## config.mk

```make
export PLATFORM = sky130hd
export DESIGN_NAME = mask_iou_batch_meter_top_flat
export DESIGN_NICKNAME = d
export VERILOG_FILES = /design/src/design/mib_pkg.sv /design/src/design/mib_if.sv /design/src/design/mib_div.sv /design/src/design/mask_iou_batch_meter_top.sv /design/src/flat_wrapper.sv
export VERILOG_INCLUDE_DIRS = /design/src /design/src/design
export SDC_FILE = /design/constraint.sdc
export NUM_CORES = 1
export LEC_CHECK = 0
export BUFFER_PORTS_ARGS = -buffer_cell sky130_fd_sc_hd__buf_2
export CAP_MARGIN = 20
export CORE_ASPECT_RATIO = 1.25
export CORE_MARGIN = 1
export CORE_UTILIZATION = 40
export CTS_CLUSTER_SIZE = 20
export DETAILED_ROUTE_END_ITERATION = 10
export PLACE_DENSITY = 0.61
export SLEW_MARGIN = 15
export SYNTH_ARGS = -nofsm -noshare
export SYNTH_HDL_FRONTEND = slang
export SYNTH_SLANG_ARGS = --single-unit
```

## constraint.sdc

```tcl
create_clock -name clk -period 11.85 [get_ports clk]
set_input_delay 0.5925 -clock clk [delete_from_list [all_inputs] [get_ports clk]]
set_output_delay 0.5925 -clock clk [all_outputs]
set_load 0.005 [all_outputs]
```

## src/design/mask_iou_batch_meter_top_macros.svh

```systemverilog
// Assertion shorthands used by the block's top module.
// Each macro expects a clock named clk and a synchronous reset named rst in scope.
`ifndef MASK_IOU_BATCH_METER_TOP_MACROS_SVH
`define MASK_IOU_BATCH_METER_TOP_MACROS_SVH

// The consequent must hold in the same cycle as the antecedent.
`define MIB_ASSERT_NOW(label, ante, cons, msg) \
  label: assert property (@(posedge clk) disable iff (rst) (ante) |-> (cons)) else $error(msg);

// The consequent must hold in the cycle after the antecedent.
`define MIB_ASSERT_NEXT(label, ante, cons, msg) \
  label: assert property (@(posedge clk) disable iff (rst) (ante) |=> (cons)) else $error(msg);

`endif

```

## src/design/mib_pkg.sv

```systemverilog
package mib_pkg;

  localparam int VAL_W = 16;
  localparam int LBL_W = 8;
  localparam int PIX_W = 21;
  localparam int SUM_W = 25;
  localparam int IMG_W = 9;
  localparam int IOU_W = 17;

  localparam logic [PIX_W-1:0] PIX_CAP = {PIX_W{1'b1}};
  localparam logic [SUM_W-1:0] SUM_CAP = {SUM_W{1'b1}};
  localparam logic [IMG_W-1:0] IMG_CAP = {IMG_W{1'b1}};
  localparam logic [IOU_W-1:0] IOU_ONE = {1'b1, {(IOU_W-1){1'b0}}};

  // Divider step counts: the image ratio needs one step per quotient bit,
  // the batch mean one step per bit of the sum.
  localparam int STEP_W = $clog2(SUM_W + 1);
  localparam logic [STEP_W-1:0] IOU_STEPS = STEP_W'(IOU_W);
  localparam logic [STEP_W-1:0] BATCH_STEPS = STEP_W'(SUM_W);

  // Configuration port.
  localparam int CFG_IDX_W = 2;
  localparam int CFG_DATA_W = 16;
  localparam logic [CFG_IDX_W-1:0] CFG_THRESHOLD = 2'd0;
  localparam logic [CFG_IDX_W-1:0] CFG_COUNT_LABEL = 2'd1;
  localparam logic [CFG_IDX_W-1:0] CFG_USE_TRIMAP = 2'd2;

  typedef struct packed {
    logic              start;
    logic [STEP_W-1:0] steps;
    logic [PIX_W-1:0]  rem_init;
    logic [SUM_W-1:0]  num;
    logic [PIX_W-1:0]  divisor;
  } div_req_t;

  typedef struct packed {
    logic             done;
    logic [SUM_W-1:0] quot;
  } div_rsp_t;

endpackage

```

## src/design/mib_if.sv

```systemverilog
interface mib_pix_if;
  logic                        valid;
  logic                        ready;
  logic [mib_pkg::VAL_W-1:0]   pred_value;
  logic [mib_pkg::VAL_W-1:0]   mask_value;
  logic [mib_pkg::LBL_W-1:0]   trimap_label;
  logic                        last_pixel;
  logic                        last_image;

  modport source (
    output valid, pred_value, mask_value, trimap_label, last_pixel, last_image,
    input  ready
  );
  modport sink (
    input  valid, pred_value, mask_value, trimap_label, last_pixel, last_image,
    output ready
  );
endinterface

interface mib_res_if;
  logic                        valid;
  logic                        ready;
  logic [mib_pkg::IOU_W-1:0]   image_iou;
  logic                        empty_union;
  logic                        batch_done;
  logic [mib_pkg::IOU_W-1:0]   batch_iou;

  modport source (
    output valid, image_iou, empty_union, batch_done, batch_iou,
    input  ready
  );
  modport sink (
    input  valid, image_iou, empty_union, batch_done, batch_iou,
    output ready
  );
endinterface

```

## src/design/mib_div.sv

```systemverilog
module mib_div (
  input  logic              clk,
  input  logic              rst,
  input  mib_pkg::div_req_t req,
  output mib_pkg::div_rsp_t rsp
);

  logic [mib_pkg::PIX_W-1:0]  rem;
  logic [mib_pkg::PIX_W-1:0]  divisor;
  logic [mib_pkg::SUM_W-1:0]  num;
  logic [mib_pkg::SUM_W-1:0]  quot;
  logic [mib_pkg::STEP_W-1:0] cnt;
  logic                       busy;
  logic                       done;
  logic [mib_pkg::PIX_W:0]    shifted;
  logic [mib_pkg::PIX_W:0]    trial;

  // Restoring division, one quotient bit a cycle. The remainder stays below
  // the divisor, so the shifted remainder always fits one extra bit.
  assign shifted = {rem, num[mib_pkg::SUM_W-1]};
  assign trial   = shifted - {1'b0, divisor};

  always_ff @(posedge clk) begin
    if (rst) begin
      busy <= 1'b0;
      done <= 1'b0;
    end else begin
      done <= 1'b0;
      if (req.start) begin
        busy    <= 1'b1;
        cnt     <= req.steps;
        rem     <= req.rem_init;
        num     <= req.num;
        divisor <= req.divisor;
        quot    <= '0;
      end else if (busy) begin
        num  <= {num[mib_pkg::SUM_W-2:0], 1'b0};
        rem  <= trial[mib_pkg::PIX_W] ? shifted[mib_pkg::PIX_W-1:0]
                                      : trial[mib_pkg::PIX_W-1:0];
        quot <= {quot[mib_pkg::SUM_W-2:0], ~trial[mib_pkg::PIX_W]};
        cnt  <= cnt - 1'b1;
        if (cnt == mib_pkg::STEP_W'(1)) begin
          busy <= 1'b0;
          done <= 1'b1;
        end
      end
    end
  end

  assign rsp.done = done;
  assign rsp.quot = quot;

endmodule

```

## src/design/mask_iou_batch_meter_top.sv

```systemverilog
// Binary-mask IoU meter. Pixels are taken one per cycle while the block counts
// union and intersection; a pixel marked last_pixel closes the image and the block
// then stops taking pixels while one shared restoring divider, one bit a cycle,
// works out the image IoU (17 steps) and, when last_image is also set, the batch
// mean (25 steps). An image end therefore holds the input until the division, and
// the batch mean when it also closes the batch, is through, plus any wait for the
// result slot; an image with an empty union skips its division. No other pixel
// holds the input. The single result register lets the next image stream in while
// a result is still waiting to be taken.
`include "mask_iou_batch_meter_top_macros.svh"

module mask_iou_batch_meter_top (
  input  logic                             clk,
  input  logic                             rst,
  mib_pix_if.sink                          pix,
  mib_res_if.source                        res,
  input  logic                             cfg_we,
  input  logic [mib_pkg::CFG_IDX_W-1:0]    cfg_index,
  input  logic [mib_pkg::CFG_DATA_W-1:0]   cfg_data
);

  localparam logic [2:0] ST_RUN    = 3'd0;
  localparam logic [2:0] ST_ISTART = 3'd1;
  localparam logic [2:0] ST_IWAIT  = 3'd2;
  localparam logic [2:0] ST_ACC    = 3'd3;
  localparam logic [2:0] ST_BSTART = 3'd4;
  localparam logic [2:0] ST_BWAIT  = 3'd5;
  localparam logic [2:0] ST_OUT    = 3'd6;

  logic [2:0] state;

  logic [mib_pkg::VAL_W-1:0] threshold;
  logic [mib_pkg::LBL_W-1:0] count_label;
  logic                      use_trimap;

  logic [mib_pkg::PIX_W-1:0] icount;
  logic [mib_pkg::PIX_W-1:0] ucount;
  logic [mib_pkg::SUM_W-1:0] iou_sum;
  logic [mib_pkg::IMG_W-1:0] image_count;

  logic [mib_pkg::PIX_W-1:0] icount_next;
  logic [mib_pkg::PIX_W-1:0] ucount_next;

  logic                      last_img;
  logic [mib_pkg::IOU_W-1:0] img_iou;
  logic [mib_pkg::IOU_W-1:0] bat_iou;
  logic                      empty;

  logic                      accept;
  logic                      counted;
  logic                      pred_fg;
  logic                      mask_fg;
  logic [mib_pkg::SUM_W:0]   sum_wide;
  logic [mib_pkg::IOU_W-1:0] quot_clamped;
  logic                      slot_free;

  logic                      res_valid;
  logic [mib_pkg::IOU_W-1:0] res_image_iou;
  logic                      res_empty_union;
  logic                      res_batch_done;
  logic [mib_pkg::IOU_W-1:0] res_batch_iou;

  mib_pkg::div_req_t div_req;
  mib_pkg::div_rsp_t div_rsp;

  mib_div u_div (
    .clk (clk),
    .rst (rst),
    .req (div_req),
    .rsp (div_rsp)
  );

  assign pix.ready = (state == ST_RUN);
  assign accept    = pix.valid && pix.ready;
  assign slot_free = !res_valid || res.ready;

  assign counted = !use_trimap || (pix.trimap_label == count_label);
  assign pred_fg = pix.pred_value > threshold;
  assign mask_fg = pix.mask_value > threshold;

  // The intersection only grows when the union does or the union is saturated, so it never passes it.
  always_comb begin
    ucount_next = ucount;
    icount_next = icount;
    if (counted && (pred_fg || mask_fg) && (ucount != mib_pkg::PIX_CAP)) begin
      ucount_next = ucount + 1'b1;
    end
    if (counted && pred_fg && mask_fg && (icount != mib_pkg::PIX_CAP)) begin
      icount_next = icount + 1'b1;
    end
  end

  assign quot_clamped = (div_rsp.quot > mib_pkg::SUM_W'(mib_pkg::IOU_ONE))
                        ? mib_pkg::IOU_ONE : div_rsp.quot[mib_pkg::IOU_W-1:0];
  assign sum_wide = {1'b0, iou_sum} + (mib_pkg::SUM_W + 1)'(img_iou);

  // The image quotient is below 2^17, so the upper dividend bits produce no
  // quotient bits and the divider can start from the partial remainder I/2.
  always_comb begin
    div_req = '0;
    if (state == ST_ISTART) begin
      div_req.start    = (ucount != '0);
      div_req.steps    = mib_pkg::IOU_STEPS;
      div_req.rem_init = {1'b0, icount[mib_pkg::PIX_W-1:1]};
      div_req.num      = {icount[0], {(mib_pkg::SUM_W-1){1'b0}}};
      div_req.divisor  = ucount;
    end else if (state == ST_BSTART) begin
      div_req.start    = 1'b1;
      div_req.steps    = mib_pkg::BATCH_STEPS;
      div_req.rem_init = '0;
      div_req.num      = iou_sum;
      div_req.divisor  = {{(mib_pkg::PIX_W-mib_pkg::IMG_W){1'b0}}, image_count};
    end
  end

  always_ff @(posedge clk) begin
    if (rst) begin
      threshold   <= mib_pkg::VAL_W'(32768);
      count_label <= '0;
      use_trimap  <= 1'b0;
    end else if (cfg_we) begin
      case (cfg_index)
        mib_pkg::CFG_THRESHOLD:   threshold   <= cfg_data;
        mib_pkg::CFG_COUNT_LABEL: count_label <= cfg_data[mib_pkg::LBL_W-1:0];
        mib_pkg::CFG_USE_TRIMAP:  use_trimap  <= cfg_data[0];
        default: ;
      endcase
    end
  end

  always_ff @(posedge clk) begin
    if (rst) begin
      state       <= ST_RUN;
      icount      <= '0;
      ucount      <= '0;
      iou_sum     <= '0;
      image_count <= '0;
      res_valid   <= 1'b0;
    end else begin
      // In ST_OUT the slot is either refilled or still held, so it is cleared
      // here only in the other states.
      if (res_valid && res.ready && (state != ST_OUT)) begin
        res_valid <= 1'b0;
      end
      case (state)
        ST_RUN: begin
          if (accept) begin
            icount <= icount_next;
            ucount <= ucount_next;
            if (pix.last_pixel) begin
              last_img <= pix.last_image;
              state    <= ST_ISTART;
            end
          end
        end
        ST_ISTART: begin
          bat_iou <= '0;
          if (ucount == '0) begin
            img_iou <= '0;
            empty   <= 1'b1;
            state   <= ST_ACC;
          end else begin
            empty <= 1'b0;
            state <= ST_IWAIT;
          end
        end
        ST_IWAIT: begin
          if (div_rsp.done) begin
            img_iou <= quot_clamped;
            state   <= ST_ACC;
          end
        end
        ST_ACC: begin
          iou_sum <= (sum_wide > (mib_pkg::SUM_W + 1)'(mib_pkg::SUM_CAP))
                     ? mib_pkg::SUM_CAP : sum_wide[mib_pkg::SUM_W-1:0];
          if (image_count != mib_pkg::IMG_CAP) begin
            image_count <= image_count + 1'b1;
          end
          icount <= '0;
          ucount <= '0;
          state  <= last_img ? ST_BSTART : ST_OUT;
        end
        ST_BSTART: begin
          state <= ST_BWAIT;
        end
        ST_BWAIT: begin
          if (div_rsp.done) begin
            bat_iou     <= quot_clamped;
            iou_sum     <= '0;
            image_count <= '0;
            state       <= ST_OUT;
          end
        end
        ST_OUT: begin
          if (slot_free) begin
            res_valid       <= 1'b1;
            res_image_iou   <= img_iou;
            res_empty_union <= empty;
            res_batch_done  <= last_img;
            res_batch_iou   <= bat_iou;
            state           <= ST_RUN;
          end
        end
        default: begin
          state <= ST_RUN;
        end
      endcase
    end
  end

  assign res.valid       = res_valid;
  assign res.image_iou   = res_image_iou;
  assign res.empty_union = res_empty_union;
  assign res.batch_done  = res_batch_done;
  assign res.batch_iou   = res_batch_iou;

  `MIB_ASSERT_NOW(a_inter_le_union, 1'b1, icount <= ucount, "intersection exceeds union")
  `MIB_ASSERT_NOW(a_div_done_state, div_rsp.done, state == ST_IWAIT || state == ST_BWAIT, "divider finished outside a wait state")
  `MIB_ASSERT_NOW(a_batch_count, state == ST_BSTART, image_count != '0, "batch mean started with no images")
  `MIB_ASSERT_NEXT(a_result_load, state == ST_OUT && slot_free, res_valid && state == ST_RUN, "result not loaded when slot was free")
  `MIB_ASSERT_NOW(a_iou_range, state == ST_ACC, img_iou <= mib_pkg::IOU_ONE, "image IoU above one")

endmodule
```

## src/flat_wrapper.sv

```systemverilog
// flat-port wrapper written by rule: the top's interface ports become plain ports
module mask_iou_batch_meter_top_flat 
  (clk, rst, cfg_we, cfg_index, cfg_data, pix_valid, pix_pred_value, pix_mask_value, pix_trimap_label, pix_last_pixel, pix_last_image, pix_ready, res_valid, res_image_iou, res_empty_union, res_batch_done, res_batch_iou, res_ready);
  mib_pix_if pix_i ();
  mib_res_if res_i ();
  input  logic clk;
  input  logic rst;
  input  logic cfg_we;
  input  logic [mib_pkg::CFG_IDX_W-1:0] cfg_index;
  input  logic [mib_pkg::CFG_DATA_W-1:0] cfg_data;
  input wire logic [$bits(pix_i.valid)-1:0] pix_valid;
  input wire logic [$bits(pix_i.pred_value)-1:0] pix_pred_value;
  input wire logic [$bits(pix_i.mask_value)-1:0] pix_mask_value;
  input wire logic [$bits(pix_i.trimap_label)-1:0] pix_trimap_label;
  input wire logic [$bits(pix_i.last_pixel)-1:0] pix_last_pixel;
  input wire logic [$bits(pix_i.last_image)-1:0] pix_last_image;
  output wire logic [$bits(pix_i.ready)-1:0] pix_ready;
  output wire logic [$bits(res_i.valid)-1:0] res_valid;
  output wire logic [$bits(res_i.image_iou)-1:0] res_image_iou;
  output wire logic [$bits(res_i.empty_union)-1:0] res_empty_union;
  output wire logic [$bits(res_i.batch_done)-1:0] res_batch_done;
  output wire logic [$bits(res_i.batch_iou)-1:0] res_batch_iou;
  input wire logic [$bits(res_i.ready)-1:0] res_ready;
  assign pix_i.valid = pix_valid;
  assign pix_i.pred_value = pix_pred_value;
  assign pix_i.mask_value = pix_mask_value;
  assign pix_i.trimap_label = pix_trimap_label;
  assign pix_i.last_pixel = pix_last_pixel;
  assign pix_i.last_image = pix_last_image;
  assign pix_ready = pix_i.ready;
  assign res_valid = res_i.valid;
  assign res_image_iou = res_i.image_iou;
  assign res_empty_union = res_i.empty_union;
  assign res_batch_done = res_i.batch_done;
  assign res_batch_iou = res_i.batch_iou;
  assign res_i.ready = res_ready;
  mask_iou_batch_meter_top u_core (.clk(clk), .rst(rst), .pix(pix_i), .res(res_i), .cfg_we(cfg_we), .cfg_index(cfg_index), .cfg_data(cfg_data));
endmodule
```

==> results of run 1 <==
==> stage by stage <==
stage                util  cells
floorplan               -   1389
global placement    0.437   1914
detailed placement  0.437   1915
CTS                 0.462   1963
global route        0.462   1964
finish              0.462   1964
==> path summary, 6_finish.rpt <==
kind / from / endpoint / slack [ps] / cells past startpoint
min: pix_last_image / u_core.last_img / 240 / 1
max reg2reg: u_core.state[2] / u_core.u_div.quot[21] / 7980 / 6
min reg2reg: u_core.bat_iou[12] / u_core.res.batch_iou[12] / 420 / 0
max: u_core.state[2] / u_core.u_div.quot[21] / 7980 / 6
==> critical path, cell delays in order (launching register included) <==
cell	delay, ps
dfxtp_1	710
nand2_1	750
o21ai_1	290
buf_4	300
nor2_1	120
nor2_4	570
buf_4	680
==> logic make-up after synthesis <==
group | count (synthesis)
AND/OR/NAND/NOR | 490
AO/OA/AOI/OAI | 331
flip-flops | 276
buffers and inverters | 124
adder cells (fa/ha/maj) | 79
XOR/XNOR | 57
multiplexers | 32
==> synthesized netlist by cell type, types with 4 or more instances <==
| master | count | area share |
|---|---|---|
| a2111oi_0 | 5 | 0.0031 |
| a211o_1 | 4 | 0.0025 |
| a211oi_1 | 13 | 0.0069 |
| a21o_1 | 29 | 0.015 |
| a21oi_1 | 97 | 0.034 |
| a22o_1 | 8 | 0.0050 |
| a311oi_1 | 8 | 0.0050 |
| a31oi_1 | 9 | 0.0040 |
| and2_1 | 71 | 0.031 |
| and3_1 | 14 | 0.0062 |
| clkbuf_1 | 54 | 0.014 |
| dfxtp_1 | 107 | 0.15 |
| edfxtp_1 | 169 | 0.36 |
| ha_1 | 77 | 0.068 |
| inv_1 | 63 | 0.017 |
| mux2i_1 | 32 | 0.023 |
| nand2_1 | 164 | 0.044 |
| nand2b_1 | 11 | 0.0049 |
| nand3_1 | 29 | 0.010 |
| nand3b_1 | 4 | 0.0021 |
| nand4_1 | 22 | 0.0097 |
| nor2_1 | 83 | 0.022 |
| nor2b_1 | 8 | 0.0035 |
| nor3_1 | 26 | 0.0092 |
| nor3b_1 | 4 | 0.0021 |
| nor4_1 | 11 | 0.0049 |
| o211ai_1 | 8 | 0.0043 |
| o21a_1 | 19 | 0.010 |
| o21ai_0 | 58 | 0.021 |
| o21ai_1 | 18 | 0.0064 |
| o31ai_1 | 15 | 0.0080 |
| o41ai_1 | 5 | 0.0031 |
| or3_1 | 11 | 0.0049 |
| or4_1 | 19 | 0.010 |
| xnor2_1 | 39 | 0.024 |
| xor2_1 | 17 | 0.011 |
==> per-layer routing <==
| layer | wire [um] | track usage | up-vias |
|---|---|---|---|
| li1 | - | - | 5233 |
| met5 | 0 | 0 | - |
| met3 | 1170 | 0.0190 | 32 |
| met4 | 510 | 0.0491 | 0 |
| met2 | 15300 | 0.301 | 201 |
| met1 | 15200 | 0.251 | 5111 |
==> final cells by class <==
class	count	area, um2	share of cell area
Clock buffer	35	729	0.0456
Clock inverter	13	126	0.00790
Inverter	63	236	0.0148
Multi-Input combinational cell	989	6460	0.404
Sequential cell	276	7220	0.451
Tap cell	468	586	0.0366
Timing Repair Buffer	120	643	0.0402
==> sequential cells by signal, indices dropped and copies added, names as in the netlist, 9 cells and up <==
register	cells
u_core.u_div.divisor	21
u_core.image_count	9
u_core.icount	21
u_core.res.image_iou	17
u_core.u_div.rem	21
u_core.iou_sum	25
u_core.threshold	16
u_core.u_div.num	25
u_core.res.batch_iou	17
u_core.ucount	21
u_core.bat_iou	17
u_core.u_div.quot	25
u_core.img_iou	17
==> power by group <==
part / switching [mW] / internal (mW) / total (mW) / leakage [nW]
clock network: 0.363 / 0.477 / 0.840 / 0.411
logic: 0.238 / 0.151 / 0.389 / 3.19
registers: 0.0382 / 1.10 / 1.14 / 2.41
total: 0.638 / 1.73 / 2.37 / 6.01
==> cells in the final DEF (no fill, tap or decap), types with 8 or more instances in the layout <==
master,count
o21ai_0,57
a31oi_1,9
o21a_1,19
buf_2,103
nand2b_1,11
or4_1,19
nand3_1,29
o31ai_1,15
or3_1,11
and3_1,14
nor3_1,24
a21o_1,29
a211oi_1,13
nand2_1,164
inv_1,63
ha_1,77
mux2i_1,32
xor2_1,17
o21ai_1,19
xnor2_1,39
o211ai_1,8
nor4_1,11
edfxtp_1,169
dfxtp_1,107
a21oi_1,96
nor2_1,80
nand4_1,22
a22o_1,8
and2_1,71
a311oi_1,8
buf_4,17
clkbuf_16,27
nor2b_1,8
==> summary.md, run 1 <==
| Metric | Value |
|---|---|
| Die H | 212 um |
| Iter 0 DRT Violations | 676 |
| Max_cap viols | 0 |
| Vias in the first global route | 10,247 |
| Status | finished, final reports clean |
| Max-slew violation count | 0 |
| Drt first pass iters | 5 |
| Clock Tree Buf Depth | 3 |
| Crit Path Category | reg2reg |
| LEAKAGE | 6.01 nW |
| Full die area | 0.0361 mm2 |
| Worst-skew pair later-pin latency | 540 ps |
| Synthesized area per cell | 10.2 um2 |
| Largest family of logic cells by synthesized area | simple AND/OR/NAND/NOR gates |
| First-pass GRT wire length | 53,100 um |
| Nets | 1,620 |
| Post-synth EDFFs | 169 |
| Pre-CTS setup slack | 7940 ps |
| Final worst path period need | 3870 ps |
| Synth Area in Adders | 0.0710 |
| Total Routed Length | 32,200 um |
| Synthesis-stage register bit count | 276 |
| IR drop worst, VDD | 0.000150 V |
| Antenna cells | 0 |
| Starting density of the core | 0.408 |
| Hold Buf Count CTS | 0 |
| Fraction of layout cells with a size suffix above 1 | 0.119 |
| TritonCTS Sinks | 276 |
| Final Hold Vio Count | 0 |
| Slew HR | 0.319 |
| Fmax | 259 MHz |
| I/O Pins | 103 |
| Via count | 10,577 |
| Number of library cell types mapped by synthesis | 73 |
| Yosys warns | 0 |
| Total power | 2.37 mW |
| Post-CTS setup buffer count | 0 |
| Xor and xnor fraction of the mapped netlist area | 0.0359 |
| Setup Skew | 19.9 ps |
| WP data required | 12,010 ps |
| RSZ-0062 raised after global routing | false |
| Nature of the critical path endpoint | register |
| GRT overflow | 0 |
| # resized after CTS | 0 |
| Period utilization | 0.326 |
| Hold slack | 243 ps |
| Post-synthesis sequential area ratio | 0.511 |
| Setup slack after layout | 7980 ps |
| CTS clock-pin slew for the worst setup and hold paths | 70 ps |
| Via-to-Cell Ratio | 5.39 |
| Compound-Gate Fraction of Synth Area | 0.152 |
| Area grow syn2layout | 13.2% |
| Main synth FF type | edfxtp_1 |
| Placed Area | 0.0151 mm2 |
| Final Setup Violations | 0 |
| Wirelength per Cell | 16.4 um |
| Multiplexer share of the synthesized area | 0.0227 |
| Gate count of the mapped netlist | 1,389 |
| CTS tree | done |
| Input/output buffers | 102 |
| Power per cell area | 148 mW/mm2 |
| DRC Markers | 0 |
| Worst-Margin Slew | 1020 ps |
| Final antenna-violating net count | 0 |
| Final Cell Area | 0.0160 mm2 |
| Ys async rst share | 0 |
| Horiz. Die Dim | 170 um |
| Min-delay worst type | in2reg |
| Fillers | 3,304 |
| Initial antenna violation count | 0 |
| Row cnt | 76 |
| H-Tree Depth | 1 |
| Detailed Place HPWL | 22,900 um |
| CTS buffer count | 26 |
| Largest net degree at the start of global routing | 69 |
| Synth Cell Area | 0.0141 mm2 |
| RD Place Congestion | 0.807 |
| Post-Synth Simple-Gate Area | 0.173 |
| CP max FO | 51 |
| Syn Nets | 1,533 |
| Root buffer cell | clkbuf_16 |
| Setup TNS | 0 ps |
| Core box area | 0.0346 mm2 |
| Critical path data arrival time | 4030 ps |
| Tot GR Track Use | 0.182 |
| Type of origin of the critical path | register |
Power figures use the tool's default switching activity.
==> run 2: changes to the inputs <==
==> constraint.sdc (replaced) <==
create_clock -name clk -period 3.57 [get_ports clk]
set_input_delay 0.1785 -clock clk [delete_from_list [all_inputs] [get_ports clk]]
set_output_delay 0.1785 -clock clk [all_outputs]
set_load 0.005 [all_outputs]
==> run 2 against run 1 <==
Against the previous run:
- clock skew fell by 5.2 ps
- combinational power rose to 3.5 times the previous value
- sequential power rose to 3.3 times the previous value
- routed wire length rose by 4.5%
- die area did not move
- count of clock-buffer cells in the layout fell by 1
- critical path depth rose by 6
- critical endpoint is now u_core.u_div.rem[0]
- largest power group unchanged
==> summary.md, run 2 (synthesized netlist as in run 1, its figures left out) <==
| Metric | Value |
|---|---|
| Status | finished, final reports clean (unchanged) |
| RSZ-0062 raised after global routing | false (unchanged) |
| Fmax | 299 MHz (was 259 MHz) |
| Slowest cell on crit path | a2111o_1 (was nand2_1) |
| WHS Path Cells | 3 (was 1) |
| Horiz. Die Dim | 170 um (unchanged) |
| Nets | 1,655 (was 1,620) |
| IR drop worst, VDD | 0.000489 V (was 0.000150 V) |
| Critical path data arrival time | 3640 ps (was 4030 ps) |
| Final Hold Vio Count | 0 (unchanged) |
| Reg2Reg Depth | 12 (was 6) |
| Largest regs | u_core.iou_sum x25, u_core.u_div.num x25, u_core.u_div.quot x25 (unchanged) |
| Fillers | 3,258 (was 3,304) |
| H-Tree Depth | 1 (unchanged) |
| Die H | 212 um (unchanged) |
| Final Setup Violations | 0 (unchanged) |
| GRT overflow | 0 (unchanged) |
| Detailed Place HPWL | 24,000 um (was 22,900 um) |
| Fraction of layout cells with a size suffix above 1 | 0.126 (was 0.119) |
| Worst-skew pair later-pin latency | 560 ps (was 540 ps) |
| Starting density of the core | 0.408 (unchanged) |
| Finished Core Util | 0.475 (was 0.462) |
| Min-delay worst type | in2reg (unchanged) |
| Setup slack after layout | 224 ps (was 7980 ps) |
| Most common cell after layout, fill and taps aside | edfxtp_1 (unchanged) |
| Setup TNS | 0 ps (unchanged) |
| Period utilization | 0.937 (was 0.326) |
| Multi-input gate area in the final layout | 0.00648 mm2 (was 0.00646 mm2) |
| Final worst path period need | 3350 ps (was 3870 ps) |
| Power per cell area | 497 mW/mm2 (was 148 mW/mm2) |
| Clock Tree Buf Depth | 3 (unchanged) |
| Worst Hold Path EP | u_core.last_img (unchanged) |
| Type of origin of the critical path | register (unchanged) |
| Delay of the slowest critical-path stage | 460 ps (was 750 ps) |
| Crit path launch | u_core.u_div.divisor[1] (was u_core.state[2]) |
| R2R Path Start | u_core.u_div.divisor[1] (was u_core.state[2]) |
| WP data required | 3870 ps (was 12,010 ps) |
| Crit Path Category | reg2reg (unchanged) |
| Placed Area | 0.0153 mm2 (was 0.0151 mm2) |
| CTS tree | done (unchanged) |
| Vias in the first global route | 10,623 (was 10,247) |
| CP Depth | 12 (was 6) |
| Setup Skew | 14.7 ps (was 19.9 ps) |
| CTS buffer count | 29 (was 26) |
| Tot GR Track Use | 0.189 (was 0.182) |
| Max_cap viols | 0 (unchanged) |
| Critical R2R Capture | u_core.u_div.rem[0] (was u_core.u_div.quot[21]) |
| Critical-path cell list | inv_1, ha_1, nor2b_1, o31ai_1, a21oi_1, a2111o_1, a31o_1, a21oi_2, xnor2_4, buf_4, mux2i_1, a22o_1 (was nand2_1, o21ai_1, buf_4, nor2_1, nor2_4, buf_4) |
| Slew HR | 0.335 (was 0.319) |
| First-pass GRT wire length | 54,500 um (was 53,100 um) |
| Initial antenna violation count | 0 (unchanged) |
| CTS clock-pin slew for the worst setup and hold paths | 60 ps (was 70 ps) |
| Total Routed Length | 33,700 um (was 32,200 um) |
| Nature of the critical path endpoint | register (unchanged) |
| Worst reg2reg setup slack | 220 ps (was 7980 ps) |
| Drt first pass iters | 5 (unchanged) |
| RD Place Congestion | 0.854 (was 0.807) |
| Via count | 10,791 (was 10,577) |
| Hold slack | 27.3 ps (was 243 ps) |
| Reg area | 0.00722 mm2 (unchanged) |
| Input/output buffers | 102 (unchanged) |
| Iter 0 DRT Violations | 556 (was 676) |
| Core box area | 0.0346 mm2 (unchanged) |
| I/O Pins | 103 (unchanged) |
| CP max FO | 11 (was 51) |
| Full die area | 0.0361 mm2 (unchanged) |
| TritonCTS Sinks | 276 (unchanged) |
| Largest net degree at the start of global routing | 46 (was 69) |
| Antenna cells | 0 (unchanged) |
| Worst Path Buf+Inv | 2 (unchanged) |
| Worst-Margin Slew | 998 ps (was 1020 ps) |
| Row cnt | 76 (unchanged) |
| Pre-CTS setup slack | 160 ps (was 7940 ps) |
| Non-Filler Instances | 2,002 (was 1,964) |
| Final antenna-violating net count | 0 (unchanged) |
| CP delay by family, top | compound AO/OA/AOI/OAI gates (was simple AND/OR/NAND/NOR gates) |
| Total power | 8.17 mW (was 2.37 mW) |
| DRC Markers | 0 (unchanged) |
| Area grow syn2layout | 16.3% (was 13.2%) |
| Wirelength per Cell | 16.8 um (was 16.4 um) |
| Root buffer cell | clkbuf_16 (unchanged) |
| Final Cell Area | 0.0164 mm2 (was 0.0160 mm2) |
| DP Cell Count | 1,928 (was 1,915) |
| LEAKAGE | 6.22 nW (was 6.01 nW) |
| Hold Startpoint | pix_valid (was pix_last_image) |
| Via-to-Cell Ratio | 5.39 (about the same) |
| Commonest cells after routing, fill and taps aside | 169 x edfxtp_1, 164 x nand2_1, 107 x dfxtp_1, 102 x buf_2, 96 x a21oi_1 (was 169 x edfxtp_1, 164 x nand2_1, 107 x dfxtp_1, 103 x buf_2, 96 x a21oi_1) |
| Max-slew violation count | 0 (unchanged) |
run 2: cell count changes in the layout (fill, tap and decap cells not counted), moves of 2 or more:
cell,previous run,this run
clkinv_1,3,6
clkbuf_1,5,3
dlygate4sd3_1,0,20
inv_6,0,4
buf_4,17,29
clkbuf_16,27,29
clkinv_4,2,0
run 2: area by class of cell:
cell class              instances  area share
flip-flops and latches        276       0.439
multi-input cells             989       0.394
repair buffers                152      0.0582
clock buffers                  34      0.0465
well taps                     468      0.0356
inverters                      63      0.0144
clock inverters                20      0.0115
run 2: worst max path at each step:
| stage | to |
|---|---|
| after floorplan | u_core.u_div.rem[19] |
| after global placement | u_core.u_div.rem[0] |
| after detailed placement | u_core.u_div.rem[4] |
| after CTS | u_core.u_div.rem[0] |
| after global routing | u_core.u_div.rem[7] |
| final | u_core.u_div.rem[0] |
run 2: worst reg2reg max path: cells and delay by family (launching register included):
family	cells	cell delay, ps
flip-flops	1	410
buffers and inverters	2	360
adder cells (fa/ha/maj)	1	210
multiplexers	1	100
XOR/XNOR	1	260
AND/OR/NAND/NOR	1	140
AO/OA/AOI/OAI	6	1620
run 2: metal layers:
layer,track usage,share of wire
met1,0.245,0.45
met2,0.326,0.49
met3,0.0248,0.039
met4,0.0596,0.024
met5,0,0
run 2: report_power, final:
group          internal [mW]  switching, mW
combinational          0.551          0.811
clock                   1.76           1.29
sequential              3.65          0.114
total                   5.96           2.21
run 2: what timing repair did:
item / in CTS / in global routing
hold buffers: 20 / 0
endpoints found under the setup margin: 0 / 5
buffers inserted: 0 / 0
endpoints found under the hold margin: 28 / 0
gates resized for setup: 0 / 1
==> run 3: changes to the inputs <==
--- a/config.mk
+++ b/config.mk
@@ -14,6 +14,7 @@
 export CTS_CLUSTER_SIZE = 20
 export DETAILED_ROUTE_END_ITERATION = 10
 export PLACE_DENSITY = 0.61
+export RECOVER_POWER = 25
 export SLEW_MARGIN = 15
 export SYNTH_ARGS = -nofsm -noshare
 export SYNTH_HDL_FRONTEND = slang
==> run 3 against run 2 <==
Against the previous run:
- the flow now finishes with violations (capacitance limit, slew limit)
- sequential cell count stayed put
- count of clock-buffer cells in the layout stayed put
- register-to-register slack hardly changed
- routed wire length hardly changed
- clock skew hardly changed
- sequential share of layout area is 0.11 points higher
- maximum frequency hardly changed
- hold slack better by 0.64 ps
- cell count stayed put
- highest routed layer unchanged
==> summary.md, run 3 (synthesized netlist as in run 1, its figures left out) <==
| Metric | Value |
|---|---|
| Status | finished with violations (was finished, final reports clean) |
| Failing checks | capacitance limit, slew limit |
| Root buffer cell | clkbuf_16 (unchanged) |
| Via count | 10,772 (was 10,791) |
| Largest net degree at the start of global routing | 46 (unchanged) |
| Total Routed Length | 33,700 um (about the same) |
| Wirelength per Cell | 16.8 um (about the same) |
| Initial antenna violation count | 0 (unchanged) |
| CTS clock-pin slew for the worst setup and hold paths | 60 ps (about the same) |
| Core box area | 0.0346 mm2 (unchanged) |
| Largest regs | u_core.iou_sum x25, u_core.u_div.num x25, u_core.u_div.quot x25 (unchanged) |
| Post-CTS setup buffer count | 0 (unchanged) |
| Type of origin of the critical path | register (unchanged) |
| Iter 0 DRT Violations | 592 (was 556) |
| Internal | 5.95 mW (was 5.96 mW) |
| Max-slew violation count | 64 (was 0) |
| IR drop worst, VDD | 0.000490 V (was 0.000489 V) |
| Non-Filler Instances | 2,002 (unchanged) |
| CTS buffer count | 29 (unchanged) |
| LEAKAGE | 6.16 nW (was 6.22 nW) |
| Die H | 212 um (unchanged) |
| CTS tree | done (unchanged) |
| Fraction of layout cells with a size suffix above 1 | 0.115 (was 0.126) |
| DRC Markers | 0 (unchanged) |
| Setup Skew | 14.4 ps (was 14.7 ps) |
| Final antenna-violating net count | 0 (unchanged) |
| Power per cell area | 498 mW/mm2 (was 497 mW/mm2) |
| I/O Pins | 103 (unchanged) |
| Crit Path Category | reg2reg (unchanged) |
| Clock Tree Buf Depth | 3 (unchanged) |
| Sw Share | 0.271 (about the same) |
| Worst-Margin Slew | 2360 ps (was 998 ps) |
| Nets | 1,655 (unchanged) |
| Finished Core Util | 0.473 (was 0.475) |
| RSZ-0062 raised after global routing | false (unchanged) |
| DP Cell Count | 1,928 (unchanged) |
| Tot GR Track Use | 0.189 (unchanged) |
| Final worst path period need | 3350 ps (about the same) |
| Most common cell after layout, fill and taps aside | edfxtp_1 (unchanged) |
| Setup slack after layout | 222 ps (was 224 ps) |
| Nature of the critical path endpoint | register (unchanged) |
| Vias in the first global route | 10,623 (unchanged) |
| Min-delay worst type | in2reg (unchanged) |
| P_sw | 2.21 mW (about the same) |
| GRT overflow | 0 (unchanged) |
| Hold Startpoint | pix_valid (unchanged) |
| Row cnt | 76 (unchanged) |
| Detailed Place HPWL | 24,000 um (unchanged) |
| WP data required | 3870 ps (about the same) |
| Worst-skew pair later-pin latency | 560 ps (about the same) |
| Horiz. Die Dim | 170 um (unchanged) |
| CP max FO | 11 (unchanged) |
| Slew HR | -0.572 (was 0.335) |
| Clock share of power | 0.373 (was 0.372) |
| Starting density of the core | 0.408 (unchanged) |
| Final Setup Violations | 0 (unchanged) |
| Full die area | 0.0361 mm2 (unchanged) |
| Drt first pass iters | 6 (was 5) |
| Max_cap viols | 2 (was 0) |
| Hold slack | 27.9 ps (was 27.3 ps) |
| Area grow syn2layout | 16.0% (was 16.3%) |
| Commonest cells after routing, fill and taps aside | 169 x edfxtp_1, 164 x nand2_1, 107 x dfxtp_1, 96 x a21oi_1, 90 x buf_2 (was 169 x edfxtp_1, 164 x nand2_1, 107 x dfxtp_1, 102 x buf_2, 96 x a21oi_1) |
| Antenna cells | 0 (unchanged) |
| Crit path launch | u_core.u_div.divisor[1] (unchanged) |
| Setup TNS | 0 ps (unchanged) |
| Input/output buffers | 102 (unchanged) |
| TritonCTS Sinks | 276 (unchanged) |
| Period utilization | 0.938 (was 0.937) |
| Pre-CTS setup slack | 160 ps (unchanged) |
| Comb pwr share | 0.166 (was 0.167) |
| Fmax | 299 MHz (about the same) |
| Via-to-Cell Ratio | 5.38 (was 5.39) |
| RD Place Congestion | 0.854 (unchanged) |
| Critical path data arrival time | 3650 ps (was 3640 ps) |
| H-Tree Depth | 1 (unchanged) |
| Final Hold Vio Count | 0 (unchanged) |
| First-pass GRT wire length | 54,500 um (unchanged) |
| Share of power burned in registers | 0.461 (about the same) |
| R2R Path Start | u_core.u_div.divisor[1] (unchanged) |
| Fillers | 3,267 (was 3,258) |
==> run 3: changes by cell type in the layout (fill, tap and decap cells not counted) <==
cell	change
and2_0	+8
and2_1	-8
buf_2	-12
buf_4	-4
clkbuf_1	+16
nor3b_1	+1
nor3b_4	-1
==> run 3: repair_timing <==
item,CTS,global route
hold endpoints to repair,28,0
hold buffers,20,0
resized for setup,0,1
setup endpoints to repair,0,5
==> run 3: final timing paths <==
path | end | slack, ps | cells after the start
worst max-delay path | u_core.u_div.rem[0] | 220 | 12
worst min-delay path | u_core.last_img | 30 | 3
worst max register to register | u_core.u_div.rem[0] | 220 | 12
worst min register to register | u_core.res.batch_iou[5] | 420 | 0
==> run 3: layer usage <==
layer / GRT usage / wire [um] / vias up
met1: 0.245 / 15200 / 5187
met5: 0 / 0 / -
met4: 0.0596 / 815 / 0
li1: - / - / 5330
met2: 0.326 / 16400 / 203
met3: 0.0248 / 1240 / 52
==> run 3: power groups by stage <==
| stage | registers (mW) | logic (mW) | clock network, mW |
|---|---|---|---|
| 5_1_grt | 3.78 | 1.52 | 3.23 |
| 6_report | 3.76 | 1.35 | 3.04 |
| 2_1_floorplan | 3.79 | 0.989 | 0 |
| 3_5_place_dp | 3.83 | 1.34 | 0 |
| 3_3_place_gp | 3.83 | 1.30 | 0 |
| 4_1_cts | 3.77 | 1.37 | 3.12 |
==> run 3: worst max-delay path, cell delays in order (launching register included) <==
cell and delay (ps):
edfxtp_1 410, inv_1 70, ha_1 210, nor2b_1 140, o31ai_1 330, a21oi_1 180, a2111o_1 460, a31o_1 230
a21oi_2 230, xnor2_4 260, buf_4 290, mux2i_1 100, a22o_1 190
==> run 3: area by class of cell <==
| type | count | area [um2] | share of cell area |
|---|---|---|---|
| Sequential cell | 276 | 7220 | 0.440 |
| Multi-Input combinational cell | 989 | 6470 | 0.395 |
| Timing Repair Buffer | 152 | 926 | 0.0565 |
| Clock buffer | 34 | 764 | 0.0467 |
| Tap cell | 468 | 586 | 0.0357 |
| Inverter | 63 | 236 | 0.0144 |
| Clock inverter | 20 | 189 | 0.0115 |
==> run 3: stage by stage <==
| stage | total power, mW | area [um2] |
|---|---|---|
| finish | 8.16 | 16400 |
| global route | 8.53 | 16400 |
| CTS | 8.25 | 16400 |
| detailed placement | 5.18 | 15300 |
| global placement | 5.13 | 15200 |
| floorplan | 4.78 | 14100 |
